--- src/rtl/core/mkd_pkg.sv ---
`timescale 1ns / 1ps
// ----------------------------------------------------------------------------
// Morse key decoder package
// Shared widths, symbol class codes, register indexes and the letter table.
// ----------------------------------------------------------------------------
package mkd_pkg;

    localparam int BUFFER_SYMBOLS = 6;
    localparam int BITS_W         = BUFFER_SYMBOLS - 1;
    localparam int CNT_W          = $clog2(BUFFER_SYMBOLS);
    localparam int TICKS_W        = 16;
    localparam int LIMIT_W        = 16;
    localparam int CODE_W         = 7;
    localparam int CLASS_W        = 2;
    localparam int LETTER_COUNT   = 26;
    localparam int IN_TDATA_W     = 16;
    localparam int OUT_TDATA_W    = 16;
    localparam int CFG_INDEX_W    = 1;

    localparam logic [LIMIT_W-1:0] DOT_LIMIT_RESET  = 16'd1000;
    localparam logic [LIMIT_W-1:0] DASH_LIMIT_RESET = 16'd3000;

    localparam logic [CODE_W-1:0] CODE_BLANK        = 7'd32;
    localparam logic [CODE_W-1:0] CODE_FIRST_LETTER = 7'd65;

    localparam logic [CLASS_W-1:0] CLASS_DOT   = 2'd0;
    localparam logic [CLASS_W-1:0] CLASS_DASH  = 2'd1;
    localparam logic [CLASS_W-1:0] CLASS_SPACE = 2'd2;

    localparam logic [CFG_INDEX_W-1:0] REG_DOT_LIMIT  = 1'd0;
    localparam logic [CFG_INDEX_W-1:0] REG_DASH_LIMIT = 1'd1;

    // Symbol count and dash pattern (bit i is symbol i) of the letters A to Z.
    localparam logic [2:0] LETTER_LEN [LETTER_COUNT] = '{
        3'd2, 3'd4, 3'd4, 3'd3, 3'd1, 3'd4, 3'd3, 3'd4, 3'd2, 3'd4, 3'd3, 3'd4, 3'd2,
        3'd2, 3'd3, 3'd4, 3'd4, 3'd3, 3'd3, 3'd1, 3'd3, 3'd4, 3'd3, 3'd4, 3'd4, 3'd4
    };
    localparam logic [3:0] LETTER_PAT [LETTER_COUNT] = '{
        4'd2, 4'd1, 4'd5, 4'd1, 4'd0, 4'd4, 4'd3, 4'd0, 4'd0, 4'd14, 4'd5, 4'd2, 4'd3,
        4'd1, 4'd7, 4'd6, 4'd11, 4'd2, 4'd0, 4'd1, 4'd4, 4'd8, 4'd6, 4'd9, 4'd13, 4'd3
    };

    typedef struct packed {
        logic [CLASS_W-1:0] symbol_class;
        logic               letter_valid;
        logic [CODE_W-1:0]  letter_code;
    } result_t;

    typedef struct packed {
        logic [LIMIT_W-1:0] dot_limit;
        logic [LIMIT_W-1:0] dash_limit;
    } limits_t;

    function automatic logic [CODE_W-1:0] lookup_letter(
        input logic [CNT_W-1:0]  count,
        input logic [BITS_W-1:0] bits
    );
        logic [CODE_W-1:0] code;
        code = CODE_BLANK;
        for (int i = 0; i < LETTER_COUNT; i++) begin
            if (count == CNT_W'(LETTER_LEN[i]) && bits == BITS_W'(LETTER_PAT[i])) begin
                code = CODE_FIRST_LETTER + CODE_W'(i);
            end
        end
        return code;
    endfunction

endpackage

--- src/rtl/core/morse_key_press_decoder.sv ---
`timescale 1ns / 1ps
// ----------------------------------------------------------------------------
// Morse key press decoder
// Turns key press durations into dot, dash and space symbols and letters.
// ----------------------------------------------------------------------------
// Channel | Direction | Payload
// s_axis  | in        | press_ticks (16 bit)
// m_axis  | out       | symbol_class, letter_valid, letter_code
// cfg     | in        | register index, 16-bit limit value
//
// One item is taken per cycle while no result is stalled; its result passes
// the input register, then the result register, before it is valid on m_axis,
// and one result leaves per item.
// Reset clears the symbol buffer and restores the default limits.
// A stalled result holds both registers; the input side keeps accepting
// while the input register is empty or moving forward.
// ----------------------------------------------------------------------------
module morse_key_press_decoder (
    input  logic                                  aclk,
    input  logic                                  aresetn,
    input  logic                                  s_tvalid,
    output logic                                  s_tready,
    input  logic [mkd_pkg::IN_TDATA_W-1:0]        s_tdata,   // [15:0] press_ticks
    output logic                                  m_tvalid,
    input  logic                                  m_tready,
    // [1:0] symbol_class, [2] letter_valid, [9:3] letter_code, [15:10] zero
    output logic [mkd_pkg::OUT_TDATA_W-1:0]       m_tdata,
    input  logic                                  cfg_valid,
    output logic                                  cfg_ready,
    input  logic [mkd_pkg::CFG_INDEX_W-1:0]       cfg_index,
    input  logic [mkd_pkg::LIMIT_W-1:0]           cfg_data
);
    import mkd_pkg::*;

    logic               in_valid_reg;
    logic [TICKS_W-1:0] in_ticks_reg;
    logic               out_valid_reg;
    result_t            out_result_reg;
    result_t            result;
    limits_t            limits;
    logic               step;

    assign step     = in_valid_reg && (!out_valid_reg || m_tready);
    assign s_tready = !in_valid_reg || step;

    mkd_cfg_regs u_cfg (
        .aclk      (aclk),
        .aresetn   (aresetn),
        .cfg_valid (cfg_valid),
        .cfg_ready (cfg_ready),
        .cfg_index (cfg_index),
        .cfg_data  (cfg_data),
        .limits    (limits)
    );

    mkd_decode_core u_core (
        .aclk        (aclk),
        .aresetn     (aresetn),
        .step        (step),
        .press_ticks (in_ticks_reg),
        .limits      (limits),
        .result      (result)
    );

    always_ff @(posedge aclk) begin
        if (!aresetn) begin
            in_valid_reg  <= 1'b0;
            out_valid_reg <= 1'b0;
        end else begin
            if (s_tready) begin
                in_valid_reg <= s_tvalid;
            end
            if (step) begin
                out_valid_reg <= 1'b1;
            end else if (m_tready) begin
                out_valid_reg <= 1'b0;
            end
        end
    end

    always_ff @(posedge aclk) begin
        if (s_tready && s_tvalid) begin
            in_ticks_reg <= s_tdata[TICKS_W-1:0];
        end
        if (step) begin
            out_result_reg <= result;
        end
    end

    assign m_tvalid = out_valid_reg;
    assign m_tdata  = {6'd0, out_result_reg.letter_code, out_result_reg.letter_valid,
                       out_result_reg.symbol_class};

endmodule

--- src/rtl/core/mkd_cfg_regs.sv ---
`timescale 1ns / 1ps
// ----------------------------------------------------------------------------
// Morse key decoder configuration registers
// Holds the dot and dash limits written through the configuration channel.
// ----------------------------------------------------------------------------
module mkd_cfg_regs (
    input  logic                             aclk,
    input  logic                             aresetn,
    input  logic                             cfg_valid,
    output logic                             cfg_ready,
    input  logic [mkd_pkg::CFG_INDEX_W-1:0]  cfg_index,
    input  logic [mkd_pkg::LIMIT_W-1:0]      cfg_data,
    output mkd_pkg::limits_t                 limits
);
    import mkd_pkg::*;

    logic [LIMIT_W-1:0] dot_limit_reg;
    logic [LIMIT_W-1:0] dash_limit_reg;

    assign cfg_ready = 1'b1;

    always_ff @(posedge aclk) begin
        if (!aresetn) begin
            dot_limit_reg  <= DOT_LIMIT_RESET;
            dash_limit_reg <= DASH_LIMIT_RESET;
        end else if (cfg_valid) begin
            unique case (cfg_index)
                REG_DOT_LIMIT:  dot_limit_reg  <= cfg_data;
                REG_DASH_LIMIT: dash_limit_reg <= cfg_data;
                default: ;
            endcase
        end
    end

    assign limits.dot_limit  = dot_limit_reg;
    assign limits.dash_limit = dash_limit_reg;

endmodule

--- src/rtl/core/mkd_decode_core.sv ---
`timescale 1ns / 1ps
// ----------------------------------------------------------------------------
// Morse key decoder core
// Classifies one press, updates the symbol buffer and looks up the letter.
// ----------------------------------------------------------------------------
module mkd_decode_core (
    input  logic                         aclk,
    input  logic                         aresetn,
    input  logic                         step,
    input  logic [mkd_pkg::TICKS_W-1:0]  press_ticks,
    input  mkd_pkg::limits_t             limits,
    output mkd_pkg::result_t             result
);
    import mkd_pkg::*;

    logic               long_seen_reg, long_seen_next;
    logic [BITS_W-1:0]  bits_reg, bits_next;
    logic [CNT_W-1:0]   count_reg, count_next;
    logic [CLASS_W-1:0] cls;
    logic [BITS_W-1:0]  appended;

    always_comb begin
        long_seen_next = long_seen_reg;
        if (long_seen_reg) begin
            long_seen_next = 1'b0;
            cls            = CLASS_SPACE;
        end else if (press_ticks < limits.dot_limit) begin
            cls = CLASS_DOT;
        end else if (press_ticks < limits.dash_limit) begin
            cls = CLASS_DASH;
        end else begin
            long_seen_next = 1'b1;
            cls            = CLASS_SPACE;
        end

        appended = bits_reg | (BITS_W'(cls == CLASS_DASH) << count_reg);

        result.symbol_class = cls;
        result.letter_valid = 1'b0;
        result.letter_code  = '0;
        bits_next  = bits_reg;
        count_next = count_reg;
        if (cls == CLASS_SPACE) begin
            result.letter_valid = 1'b1;
            result.letter_code  = lookup_letter(count_reg, bits_reg);
            bits_next  = '0;
            count_next = '0;
        end else if (count_reg == CNT_W'(BUFFER_SYMBOLS - 1)) begin
            // A full buffer drops everything collected so far.
            bits_next  = '0;
            count_next = '0;
        end else begin
            bits_next  = appended;
            count_next = count_reg + 1'b1;
        end
    end

    always_ff @(posedge aclk) begin
        if (!aresetn) begin
            long_seen_reg <= 1'b0;
            bits_reg      <= '0;
            count_reg     <= '0;
        end else if (step) begin
            long_seen_reg <= long_seen_next;
            bits_reg      <= bits_next;
            count_reg     <= count_next;
        end
    end

endmodule
--- config.mk ---
export PLATFORM = sky130hd
export DESIGN_NAME = morse_key_press_decoder
export DESIGN_NICKNAME = d
export VERILOG_FILES = /design/src/rtl/core/mkd_pkg.sv /design/src/rtl/core/morse_key_press_decoder.sv /design/src/rtl/core/mkd_cfg_regs.sv /design/src/rtl/core/mkd_decode_core.sv
export SDC_FILE = /design/constraint.sdc
export NUM_CORES = 1
export LEC_CHECK = 0
export BUFFER_PORTS_ARGS = -buffer_cell sky130_fd_sc_hd__buf_2
export CORE_MARGIN = 2
export CORE_UTILIZATION = 43
export DETAILED_ROUTE_END_ITERATION = 10
export PLACE_DENSITY = 0.62
export REMOVE_ABC_BUFFERS = 1
export SLEW_MARGIN = 40
export SYNTH_ARGS = -nofsm -noshare
export SYNTH_HDL_FRONTEND = slang
export SYNTH_SLANG_ARGS = --single-unit
--- constraint.sdc ---
create_clock -name aclk -period 4 [get_ports aclk]
set_clock_uncertainty 0.1 [all_clocks]
set_input_delay 0.8 -clock aclk [delete_from_list [all_inputs] [get_ports aclk]]
set_output_delay 0.8 -clock aclk [all_outputs]
set_load 0.01 [all_outputs]
==> qor.csv <==
metric,value,unit
status,"complete, no violations",
critPathRequiredTime,4.00,ns
whs,0.360,ns
end_kind,flop,
maxCapViolations,0,
irDropWorstVdd,0.160,mV
power_frac_comb,13.8,%
place_congestion,0.787,
antenna_cells,0,
cts-root-buf,clkbuf_8,
hold_viol,0,
drt-total-wl,8540,um
crit_chain,ha_1 -> a2111o_1 -> a31oi_1 -> o21ai_1 -> a211oi_2 -> buf_4 -> or2_1 -> clkinv_2 -> and2_1,
yosysWarnings,0,
die_w,100,um
path_buf_inv,2,
power.leakage,1.82,nW
tns,0,ns
fin_crit_sh,67.4,%
initial_core_util,43.7,%
maxSlewHeadroom,53.8,%
fp-row-count,35,
crit_fanout,11,
clock_latency,0.35,ns
htree_num_levels,3,
rsz0062_at_grt,no,
path_class,reg2reg,
ctsHoldBuffers,0,
vias_per_cell,5.29,
yosys.area.top_type,dfxtp_1,
die_y,100,um
synth-seq-cells,69,
grt_pass1_wl,14300,um
crit_family,compound AO/OA/AOI/OAI gates,
overflow,0,
final_common_cell,nand2_1,
setup_violations,0,
ys.flop_type,dfxtp_1,
dp_hpwl,5940,um
grt_pass1_vias,3060,
drt_pass1_iterations,4,
cts_resized,0,
postSynthAreaPerCell,8.87,um^2
clk_pin_slew,0.08,ns
grt_max_degree,41,
ys_top_cells_by_area,"dfxtp_1, edfxtp_1, ha_1",
coreArea,9110,um^2
final_cell_mix,"nand2_1, buf_2, dfxtp_1, inv_1, ha_1",
antenna_found_initial,0,
ioPinCount,57,
fmaxAchievable,371,MHz
cpMaxStageDelayCell,edfxtp_1,
ant_nets,0,
via_count,3153,
seqPwrFrac,50.8,%
cp.arrival,2.70,ns
cellPowerDensity,357,nW/um^2
portBuffers,49,
clockPowerShare,35.4,%
start_kind,flop,
syn_inst,449,
p_int,1.14,mW
netlist_area,3980,um^2
layout-drive-gt1-share,18.1,%
yosysSeqAreaShare,41.2,%
dieArea,10100,um^2
synth_top_area_share,21.6,%
worstMarginPinSlew,0.686,ns
track_usage,17.9,%
synthArstFlopShare,0,%
drc,0,
n_fill_cell,911,
min_period,2.70,ns
syn2layout_area_growth,10.3,%
swShare,27.0,%
critical-path-max-stage-delay,0.41,ns
synth.distinct_cells,64,
synth_edf_count,26,
seq_area,1640,um^2
fin_nets,549,
drv_slew,0,
cts_tree,yes,
hold_class,reg2reg,
cts_buffer_depth,2,
multi_input_area,2000,um^2
p_switching,424,uW
cts_made_buffers,9,
drtIter0Drc,197,
numClockSinks,69,
routedWlPerCell,14.3,um
cts_setup_buffers,0,
per-layer routing:
layer | global-route usage [%] | vias up | routed length, um
li1 | - | 1620 | -
met1 | 24.2 | 1452 | 4210
met2 | 28.5 | 72 | 3900
met3 | 3.83 | 9 | 333
met4 | 6.22 | 0 | 100
met5 | 0 | - | 0
logic make-up after synthesis:
group                      after synthesis  synth area share (%)
and+or+nand+nor                        165                  21.4
AOI/OAI and AO/OA                      102                  17.5
buffers and inverters                   76                  9.01
DFF                                     69                  41.2
adders and majority gates               31                  9.74
muxes                                    3                 0.754
other                                    2                 0.189
xor gates and xnor gates                 1                 0.220
layout make-up:
cell class	instances	area share, %
multi-input cells	309	45.6
flip-flops and latches	69	37.4
repair buffers	52	6.09
inverters	39	3.36
well taps	111	3.16
clock buffers	10	2.90
clock inverters	6	1.48
final timing paths:
path	from	end	slack, ns	cells past startpoint
hold reg to reg	u_cfg.dash_limit_reg[13]	u_cfg.dash_limit_reg[13]	0.36	2
hold / removal	u_cfg.dash_limit_reg[13]	u_cfg.dash_limit_reg[13]	0.36	2
setup / recovery	in_ticks_reg[5]	m_tdata[9]	1.30	9
setup reg to reg	in_ticks_reg[5]	m_tdata[9]	1.30	9
tightest hold or removal path, stage by stage (launching register included):
cell	delay (ns)
dfxtp_1	0.32
nand2_1	0.05
a21oi_1	0.05
power groups by stage:
stage | sequential (mW) | clock [mW] | combinational, mW
after floorplan | 0.809 | 0 | 0.136
after global placement | 0.812 | 0 | 0.211
after detailed placement | 0.812 | 0 | 0.217
after CTS | 0.797 | 0.571 | 0.218
after global routing | 0.802 | 0.600 | 0.249
final | 0.797 | 0.556 | 0.217
synth_stat cells, types with 3 or more instances:
cell      instances
nand2_1          78
a21boi_0         13
a31oi_1           7
nor3_1            8
nand4_1           7
and3_1            3
o21ai_0          15
inv_1            37
ha_1             31
buf_4             9
buf_2             7
clkbuf_1         16
mux2i_1           3
dfxtp_1          43
nor2_1           21
nand3b_1          4
o211ai_1         17
buf_6             4
or3b_1            3
nand2b_1          4
nor2b_1           5
a21oi_1          25
nand3_1           8
and2_1            6
a22oi_1           3
edfxtp_1         26
through the flow:
step           utilization (%)  total power [mW]  instance area, um^2  cells  setup WS (ns)
6_report                  48.3              1.57                 4400    596           1.30
4_1_cts                   48.2              1.59                 4390    596           1.27
5_1_grt                   48.3              1.65                 4400    596           1.13
3_3_place_gp              46.1              1.02                 4200    580           1.19
3_5_place_dp              46.1              1.03                 4200    580           1.05
2_1_floorplan                -             0.944                 3790    417           1.40
Power figures use the tool's default switching activity.
